### src/rtl/crd_pkg.sv
`timescale 1ns / 1ps
// ----------------------------------------------------------------------------
// crd_pkg
// Shared widths, register map, reset values and pipeline transfer structs of
// the camera ray direction core.
// ----------------------------------------------------------------------------
package crd_pkg;

    // Fixed-point formats
    localparam int FRAC_BITS = 16;
    localparam int UNIT      = 1 << FRAC_BITS;
    localparam int COORD_W   = 16;
    localparam int COMP_W    = 18;
    localparam int BASIS_W   = 3 * COMP_W;
    localparam int SCALE_W   = 24;

    // Configuration port
    localparam int DATA_W    = 64;
    localparam int ADDR_W    = 6;
    localparam int REG_LSB   = 3;

    // Normalizer and divider widths
    localparam int NORM_W    = 31;
    localparam int SUM_W     = 64;
    localparam int ROOT_W    = 32;
    localparam int REM_W     = ROOT_W + 3;
    localparam int QUO_W     = FRAC_BITS + 1;
    localparam int NUM_W     = NORM_W + FRAC_BITS + 1;

    // Pipeline depths
    localparam int VEC_LAT   = 12;
    localparam int SQRT_LAT  = ROOT_W;
    localparam int DIV_LAT   = QUO_W + 1;
    localparam int TOTAL_LAT = VEC_LAT + SQRT_LAT + DIV_LAT + 1;

    localparam logic [BASIS_W-1:0] BASIS_RESET = BASIS_W'(UNIT);
    localparam logic [SCALE_W-1:0] SCALE_RESET = SCALE_W'(UNIT);

    typedef enum logic [2:0] {
        REG_FORWARD = 3'd0,
        REG_RIGHT   = 3'd1,
        REG_UP      = 3'd2,
        REG_SCALE_X = 3'd3,
        REG_SCALE_Y = 3'd4
    } t_reg_idx;

    typedef struct packed {
        logic [BASIS_W-1:0] fwd;
        logic [BASIS_W-1:0] rgt;
        logic [BASIS_W-1:0] upv;
        logic [SCALE_W-1:0] scale_x;
        logic [SCALE_W-1:0] scale_y;
    } t_cfg;

    typedef struct packed {
        logic [2:0]             neg;
        logic                   zero;
    } t_sign;

    typedef struct packed {
        logic [2:0][NORM_W-1:0] mag;
        t_sign                  sgn;
    } t_side;

endpackage

### src/rtl/crd_cfg.sv
`timescale 1ns / 1ps
// ----------------------------------------------------------------------------
// crd_cfg
// APB register file holding the camera basis and the two screen scales.
// ----------------------------------------------------------------------------
module crd_cfg (
    input  logic                          i_clk,
    input  logic                          i_rst_n,
    input  logic                          psel,
    input  logic                          penable,
    input  logic                          pwrite,
    input  logic [crd_pkg::ADDR_W-1:0]    paddr,
    input  logic [crd_pkg::DATA_W-1:0]    pwdata,
    output logic [crd_pkg::DATA_W-1:0]    prdata,
    output logic                          pready,
    output crd_pkg::t_cfg                 o_cfg
);
    import crd_pkg::*;

    logic [BASIS_W-1:0] r_fwd;
    logic [BASIS_W-1:0] r_rgt;
    logic [BASIS_W-1:0] r_upv;
    logic [SCALE_W-1:0] r_scale_x;
    logic [SCALE_W-1:0] r_scale_y;
    t_reg_idx           s_idx;
    logic               s_wr;

    assign pready = 1'b1;
    assign s_idx  = t_reg_idx'(paddr[ADDR_W-1:REG_LSB]);
    assign s_wr   = psel && penable && pwrite && pready;

    always_ff @(posedge i_clk) begin
        if (!i_rst_n) begin
            r_fwd     <= BASIS_RESET;
            r_rgt     <= BASIS_RESET;
            r_upv     <= BASIS_RESET;
            r_scale_x <= SCALE_RESET;
            r_scale_y <= SCALE_RESET;
        end else if (s_wr) begin
            case (s_idx)
                REG_FORWARD: r_fwd     <= pwdata[BASIS_W-1:0];
                REG_RIGHT:   r_rgt     <= pwdata[BASIS_W-1:0];
                REG_UP:      r_upv     <= pwdata[BASIS_W-1:0];
                REG_SCALE_X: r_scale_x <= pwdata[SCALE_W-1:0];
                REG_SCALE_Y: r_scale_y <= pwdata[SCALE_W-1:0];
                default: ;
            endcase
        end
    end

    always_comb begin
        case (s_idx)
            REG_FORWARD: prdata = DATA_W'(r_fwd);
            REG_RIGHT:   prdata = DATA_W'(r_rgt);
            REG_UP:      prdata = DATA_W'(r_upv);
            REG_SCALE_X: prdata = DATA_W'(r_scale_x);
            REG_SCALE_Y: prdata = DATA_W'(r_scale_y);
            default:     prdata = '0;
        endcase
    end

    assign o_cfg.fwd     = r_fwd;
    assign o_cfg.rgt     = r_rgt;
    assign o_cfg.upv     = r_upv;
    assign o_cfg.scale_x = r_scale_x;
    assign o_cfg.scale_y = r_scale_y;

endmodule

### config.mk
export PLATFORM = sky130hd
export DESIGN_NAME = crd_cfg
export DESIGN_NICKNAME = d
export VERILOG_FILES = /design/src/rtl/crd_pkg.sv /design/src/rtl/crd_cfg.sv
export SDC_FILE = /design/constraint.sdc
export NUM_CORES = 1
export LEC_CHECK = 0
export BUFFER_PORTS_ARGS = -buffer_cell sky130_fd_sc_hd__buf_2
export CORE_ASPECT_RATIO = 0.5
export CORE_MARGIN = 2
export CORE_UTILIZATION = 50
export DETAILED_ROUTE_END_ITERATION = 7
export HOLD_SLACK_MARGIN = 0.05
export PLACE_DENSITY = 0.88
export SYNTH_ARGS = -nofsm -noshare
export SYNTH_HDL_FRONTEND = slang
export SYNTH_SLANG_ARGS = --single-unit
### constraint.sdc
create_clock -name i_clk -period 2.1 [get_ports i_clk]
set_clock_uncertainty 0.15 [all_clocks]
set_input_delay 0.315 -clock i_clk [delete_from_list [all_inputs] [get_ports i_clk]]
set_output_delay 0.315 -clock i_clk [all_outputs]
set_load 0.005 [all_outputs]
Word-level counts from Yosys, hierarchy flattened:

Cells that the tools add are included.

* add/sub/neg operators: 0
* $mul: 0
* divide/modulo/power cells: 0
* order comparisons: 0
* equal/unequal tests: 4
* shifts and indexed selects: 0
* multiplexer cells: 1
* bitwise logic cells: 0
* reductions and logical operators: 8

Operators by type and width (number)
* case mux 54 bit (5 select lines): 1
* AND reduction 2 bit: 5
* == test 3 x 2 -> 1 bit, second input constant: 2
* == test 3 x 1 -> 1 bit, second input constant: 1
* == test 3 bit, second input constant: 1
* zero test 3 bit: 1
* logical AND 1 bit: 2

* flip-flop bits (word level): 210
* latch bits: 0
* bits in writable memories: 0
* ROM bits: 0
* input bits: 75
* output and inout port bits: 275
* memories: 0

Logic depth before layout (Yosys ltp):

Gate-level depths: netlist of run 1.

* depth after elaboration: 3
* depth in mapped cells: 7

Least setup slack after synthesis of run 1:

Ideal clock, no wire load.

* path kind: input-to-output
* from: input paddr[4] (netlist name)
* to: output prdata[0] (netlist name)
* data arrival time: 1.443 ns
* data required time: 1.635 ns
* slack: 0.192 ns
* cell stages on the path: 6
* path through: buf_2 -> buf_4 -> buf_2 -> mux2i_1 -> o2bb2ai_1 -> a221o_1

* longest elaborated chain between the ends: 2

RTL lines
* from (decl): line crd_cfg.sv:12 `input logic [crd_pkg::ADDR_W-1:0] paddr,`
* == test 3 bit (tied with other cells): line crd_cfg.sv:52 `case (s_idx)`
* case mux 54 bit (5 select lines) *: line crd_cfg.sv:52
* to (decl): line crd_cfg.sv:14 `output logic [crd_pkg::DATA_W-1:0] prdata,`

Every way passes the cells marked *; elsewhere a longest branch is shown, timed or not.

Worst setup path in the final report of run 1:

* from: input paddr[3] (netlist name)
* to: output prdata[32] (netlist name)

Same word-level chain as after synthesis.

==> key figures, run 1 <==
Clock network
  • Sinks on Clock Net: 210
  • Clk pin slew, worst setup/hold paths: 0.06 ns
  • Clk root buf: clkbuf_16
  • Clk buf depth: 3
  • Setup Buffers After CTS: 0
  • Num CTS Buffers: 20
  • H-tree Lvls: 1
  • Worst skew pair latency: 0.48 ns
  • CTS tree: yes

Power
  • Power per cell area: 664.4 mW/mm^2
  • Maximum vdd drop: 0.5053 mV
  • Power, Total: 8298 uW
  • Leak: 0.006119 uW

Cells and area
  • Layout fillers: 1,333
  • Nets@finish: 1,382
  • # diodes: 0
  • Layout cells sized above 1: 0.3061
  • Final core utilization: 0.6807
  • Final std cells w/o fill: 1,560
  • Post-route cell area: 0.01249 mm^2
  • P&R area growth vs syn: 34.04%

Drt
  • Final wirelength: 29,270 um
  • Initial DRT Pass Iterations: 5
  • DR vias: 8,746
  • Post-DRT Antenna Nets: 0
  • DRT iter0 DRCs: 428
  • Drt drc: 0
  • Wirelength per Cell: 18.76 um
  • Vias/cell: 5.606

Synthesis
  • Synthesized area per cell: 9.767 um^2
  • Register area share after synthesis: 0.4512
  • Yosys top cell area share: 0.4512
  • Synth warn: 0
  • Ranking of synthesized cells by area: dfxtp_1 45%, mux2i_1 28%, nand2_1 10%, a2bb2oi_1 2.8%, a221o_1 2.6%
  • Area leader, netlist: dfxtp_1
  • Synth Cell Area: 0.009318 mm^2
  • Synth Instances: 954
  • #FFs+latches synth: 210
  • Yosys cell types: 27

STA
  • Rel. slew slack: 0.6577
  • Max-slew violations: 0
  • Tightest Pin Transition: 0.5135 ns
  • Minimum clock period after layout: 1.977 ns
  • Final Setup Violations: 0
  • FMAX: 505.8 MHz
  • Setup tns final: 0 ns
  • Period utilization: 0.9414
  • Unrepaired setup endpoints after global routing: false
  • Final Hold Vio Count: 0

Placed design
  • Dpl cells: 1,475
  • Placer Congestion: 0.8624
  • Hpwl dp: 19,180 um
  • Number of buffer cells added on primary ports: 325
  • DP Area: 0.01132 mm^2

Die
  • Chip height: 100.5 um
  • Row count: 35
  • IO Pins: 350
  • Starting Density: 0.5078
  • Die Wd: 197.1 um
  • Core ar.: 0.01835 mm^2
  • DIE AREA: 0.01981 mm^2

GRT
  • Global-route wire length before repair: 45,510 um
  • GRT Util Overall: 0.2844
  • Met3 Track Usage GR: 0.04717
  • Met2 Usage GRT: 0.4980
  • Met1 Use GR: 0.3380
  • Initial antenna violation count: 0
  • Gr busiest metal: met2
  • Largest net degree at the start of global routing: 61
  • Vias in the first global route: 8,950
  • Grt total ovfl: 0

Setup path
  • Crit. path cell count: 7
  • R2R Setup Slk: 1.21 ns
  • Worst path max stage delay: 0.24 ns
  • Crit Reg-Reg Endpoint: r_rgt[40]
  • CP endpoint kind: output port
  • Crit path DAT: 1.51 ns
  • Most frequent CP cell: buf_2
  • CP max stage cell: nor2b_2
  • Cell family with most CP delay: buffers and inverters
  • Worst R2R Path Depth: 2
  • FF-to-FF Start: r_rgt[40]
  • CP startpoint kind: input port
  • Setup CP Type: in2out
  • Worst path bufs/invs: 4
  • Crit path required time: 1.63 ns
  • Worst-path fanout max: 21
  • Worst path cell trace: buf_2 -> buf_4 -> nor2b_2 -> buf_12 -> a2bb2oi_1 -> nor2_1 -> buf_2

Status
  • Status: complete, no violations

Hold path
  • Hold path depth: 3
  • WHS Endpoint: r_scale_x[18]
  • Worst Hold Class: in2reg
  • Hold Crit Start: pwdata[18]

Flow run
  • Max_cap viols: 0
==> sequential cells by signal (all words and copies together), names as in the netlist <==
| name | cells |
|---|---|
| r_fwd | 54 |
| r_scale_x | 24 |
| r_rgt | 54 |
| r_upv | 54 |
| r_scale_y | 24 |
==> metal layers <==
| layer | vias up | part of all wire |
|---|---|---|
| li1 | 3983 | - |
| met2 | 409 | 0.49 |
| met4 | 0 | 0.050 |
| met1 | 4219 | 0.40 |
| met5 | - | 0 |
| met3 | 135 | 0.062 |
==> stage by stage <==
stage                     hold WS (ns)  setup slack [ns]
after floorplan                 0.3133            0.1921
after global placement          0.3017            0.1445
after detailed placement        0.3136           0.07734
after CTS                      0.05031            0.1046
after global routing           0.06892           0.03957
final                          0.07055            0.1231
==> area by class of cell <==
cell class | count | area (um^2) | area share
inverter | 1 | 3.754 | 0.0003005
sequential | 210 | 4204 | 0.3366
clock buffer | 32 | 646.9 | 0.05179
clock inverter | 3 | 15.01 | 0.001202
timing repair buffer | 412 | 2643 | 0.2116
multi-input combinational | 662 | 4677 | 0.3745
tap | 240 | 300.3 | 0.02404
==> report_power, final <==
group	switching, uW	internal, uW
registers	24.6	4010
logic	363	287
clock network	1510	2110
==> Yosys cell counts, drive strengths merged <==
cell / number
nor3: 2
nand2: 259
nand4: 1
nor2b: 6
nand2b: 2
and4b: 1
clkbuf: 41
nand4b: 1
inv: 1
nor3b: 1
mux2i: 263
o2bb2ai: 24
o211ai: 1
and2: 1
dfxtp: 210
buf: 49
or3: 1
and3: 1
conb: 2
a221o: 24
a2bb2oi: 30
nand3: 1
nor2: 32
==> worst register-to-register path, stage by stage (launching register included) <==
cell and delay, ns:
dfxtp_1 0.37, nand2_1 0.08, mux2i_1 0.20
==> kinds of logic after synthesis <==
group           count (synthesis)  synth area share
buf+inv                        91           0.05264
compound gates                 79           0.07735
flops                         210            0.4512
mux                           263            0.2825
simple gates                  309            0.1355
other cells                     2         0.0008060
==> worst max-delay path by stage <==
stage,slack (ns),start,to
after global routing,0.04,paddr[4],prdata[47]
after detailed placement,0.08,paddr[3],r_rgt[51]
final,0.12,paddr[3],prdata[32]
after global placement,0.14,paddr[4],prdata[15]
after floorplan,0.19,paddr[4],prdata[0]
after CTS,0.10,paddr[4],prdata[47]
==> layout by cell type, fill, tap and decap left out, types with 2 or more instances in the layout <==
cell	instances
buf_6	2
o2bb2ai_1	24
mux2i_1	263
buf_4	19
dfxtp_1	210
dlygate4sd3_1	50
clkbuf_8	8
clkbuf_1	3
a221o_1	24
buf_2	323
nor2_1	30
nand2b_1	2
clkbuf_16	21
nand2_1	258
clkinv_2	3
nor2b_1	5
buf_12	18
a2bb2oi_1	30
conb_1	11
==> what timing repair did <==
action | in CTS | in global routing
resized for setup | 0 | 1
setup endpoints to repair | 0 | 1
hold endpoints to repair | 153 | 0
hold buffers | 50 | 0
Note: power is estimated with default switching activity, not from simulation.
==> inputs of run 2 (changes only) <==
--- a/config.mk
+++ b/config.mk
@@ -12,6 +12,7 @@
 export DETAILED_ROUTE_END_ITERATION = 7
 export HOLD_SLACK_MARGIN = 0.05
 export PLACE_DENSITY = 0.88
+export RECOVER_POWER = 25
 export SYNTH_ARGS = -nofsm -noshare
 export SYNTH_HDL_FRONTEND = slang
 export SYNTH_SLANG_ARGS = --single-unit
==> run 2 against run 1 <==
  * Cell count unchanged
  * Clock power barely moved
  * Worst hold slack lost 0.0060 ns
  * Global-route usage stayed put
  * Die area stayed put
  * Largest cell class unchanged
==> key figures, run 2 (synthesis results as in run 1) <==
Setup path
  • Crit path DAT: 1.51 ns (about the same)
  • Worst path max stage delay: 0.24 ns (about the same)
  • Crit path required time: 1.63 ns (about the same)
  • Crit Reg-Reg Endpoint: r_rgt[40]
  • Setup CP Type: in2out
  • Worst-path fanout max: 21 (unchanged)
  • FF-to-FF Start: r_rgt[40]
  • Most frequent CP cell: buf_2
  • CP endpoint kind: output port
  • Worst R2R Path Depth: 2 (unchanged)
  • CP max stage cell: nor2b_2
  • CP startpoint kind: input port
  • Worst path cell trace: buf_2 -> buf_4 -> nor2b_2 -> buf_12 -> a2bb2oi_1 -> nor2_1 -> buf_2
  • R2R Setup Slk: 1.21 ns (about the same)

Die
  • Core ar.: 0.01835 mm^2 (unchanged)
  • Die Wd: 197.1 um (unchanged)
  • Row count: 35 (unchanged)
  • Chip height: 100.5 um (unchanged)
  • Starting Density: 0.5078 (unchanged)
  • DIE AREA: 0.01981 mm^2 (unchanged)
  • IO Pins: 350 (unchanged)

GRT
  • Met2 Usage GRT: 0.4980 (unchanged)
  • GRT Util Overall: 0.2844 (unchanged)
  • Initial antenna violation count: 0 (unchanged)
  • Largest net degree at the start of global routing: 61 (unchanged)
  • Met1 Use GR: 0.3380 (unchanged)
  • Vias in the first global route: 8,950 (unchanged)
  • Global-route wire length before repair: 45,510 um (unchanged)
  • Grt total ovfl: 0 (unchanged)
  • Met3 Track Usage GR: 0.04717 (unchanged)
  • Gr busiest metal: met2

Power
  • Clock Power Share: 0.436 (about the same)
  • Maximum vdd drop: 0.5065 mV (+0.24%)
  • Power, Total: 8297 uW (about the same)
  • Net Sw Frac: 0.2285 (+0.0002330)
  • Switching Power: 1896 uW (about the same)
  • Gate power share: 0.078 (about the same)
  • Leak: 0.006086 uW (-0.54%)
  • Pint: 6402 uW (about the same)
  • Power per cell area: 669.1 mW/mm^2 (+0.71%)
  • Sequential Power Share: 0.486 (about the same)

Clock network
  • H-tree Lvls: 1 (unchanged)
  • Sinks on Clock Net: 210 (unchanged)
  • Clk root buf: clkbuf_16
  • Clk pin slew, worst setup/hold paths: 0.06 ns (about the same)
  • Setup Buffers After CTS: 0 (unchanged)
  • Clk buf depth: 3 (unchanged)
  • Num CTS Buffers: 20 (unchanged)
  • CTS tree: yes
  • Worst skew pair latency: 0.48 ns (about the same)

STA
  • Period utilization: 0.9397 (-0.001656)
  • Rel. slew slack: 0.2015 (-0.4561)
  • Final Setup Violations: 0 (unchanged)
  • Final Hold Vio Count: 0 (unchanged)
  • Setup tns final: 0 ns (unchanged)
  • Max-slew violations: 0 (unchanged)
  • Tightest Pin Transition: 1.198 ns (+0.6842 ns)
  • FMAX: 506.7 MHz (+0.18%)
  • Final Worst Setup Slack: 0.1265 ns (+0.003478 ns)
  • Unrepaired setup endpoints after global routing: false
  • Minimum clock period after layout: 1.973 ns (-0.003478 ns)

Hold path
  • Hold path depth: 3 (unchanged)
  • Hold Crit Start: pwdata[18]
  • Worst Hold Class: in2reg
  • WHS Endpoint: r_scale_x[18]

Drt
  • Post-DRT Antenna Nets: 0 (unchanged)
  • DRT iter0 DRCs: 444 (+3.7%)
  • Final wirelength: 29,310 um (+0.16%)
  • DR vias: 8,765 (+0.22%)
  • Wirelength per Cell: 18.79 um (+0.16%)
  • Drt drc: 0 (unchanged)
  • Initial DRT Pass Iterations: 5 (unchanged)
  • Vias/cell: 5.619 (+0.22%)

Cells and area
  • Commonest non-fill, non-tap cell in the layout: buf_2
  • Commonest cells after routing, fill and taps aside: 322 x buf_2, 263 x mux2i_1, 258 x nand2_1, 210 x dfxtp_1, 50 x dlygate4sd3_1
  • P&R area growth vs syn: 33.09%
  • Layout fillers: 1,348 (+1.1%)
  • # diodes: 0 (unchanged)
  • Layout cells sized above 1: 0.3038 (-0.002273)
  • Largest regs: r_fwd: 54 flops, r_rgt: 54 flops, r_upv: 54 flops
  • Nets@finish: 1,382 (unchanged)

Placed design
  • Dpl ws: 0.07734 ns (unchanged)
  • Hpwl dp: 19,180 um (unchanged)
  • Placer Congestion: 0.8624 (unchanged)
  • Number of buffer cells added on primary ports: 325 (unchanged)

Status
  • Status: complete, no violations

Flow run
  • Max_cap viols: 0 (unchanged)
-- run 2: worst max path at each step --
stage	startpoint	end	slack (ns)
after floorplan	paddr[4]	prdata[0]	0.19
after global placement	paddr[4]	prdata[15]	0.14
after detailed placement	paddr[3]	r_rgt[51]	0.08
after CTS	paddr[4]	prdata[47]	0.10
after global routing	paddr[4]	prdata[47]	0.04
final	paddr[3]	prdata[32]	0.13
-- run 2: critical path: cells and delay by family --
family          cells  cell delay, ns
compound gates      1            0.08
simple gates        2            0.38
buf+inv             4            0.71
-- run 2: metrics by stage --
step / utilization / instance area, um^2 / cells / hold WS (ns)
2_1_floorplan: - / 9351 / 963 / 0.3133
3_3_place_gp: 0.6171 / 11320 / 1475 / 0.3017
3_5_place_dp: 0.6171 / 11320 / 1475 / 0.3136
4_1_cts: 0.6805 / 12490 / 1560 / 0.05031
5_1_grt: 0.6758 / 12400 / 1560 / 0.06892
6_report: 0.6758 / 12400 / 1560 / 0.06459
-- run 2: metal layers --
layer	share of wire	wire length [um]
met1	0.40	11750
met2	0.49	14240
met3	0.063	1852
met4	0.050	1474
met5	0	0
-- run 2: final cells by class --
class | instances | area (um^2) | share of cell area
Clock buffer | 32 | 646.9 | 0.05216
Clock inverter | 3 | 15.01 | 0.001211
Inverter | 1 | 3.754 | 0.0003027
Multi-Input combinational cell | 662 | 4654 | 0.3753
Sequential cell | 210 | 4204 | 0.3390
Tap cell | 240 | 300.3 | 0.02422
Timing Repair Buffer | 412 | 2576 | 0.2077
-- run 2: timing repair --
action | CTS | global route
endpoints found under the hold margin | 153 | 0
hold buffers | 50 | 0
gates resized for setup | 0 | 1
endpoints found under the setup margin | 0 | 1
-- run 2: power by group through the flow --
stage	clock network (uW)	registers (uW)	logic (uW)
2_1_floorplan	0	4120	331
3_3_place_gp	0	4120	543
3_5_place_dp	0	4130	561
4_1_cts	3650	4040	636
5_1_grt	3840	4040	685
6_report	3620	4040	644
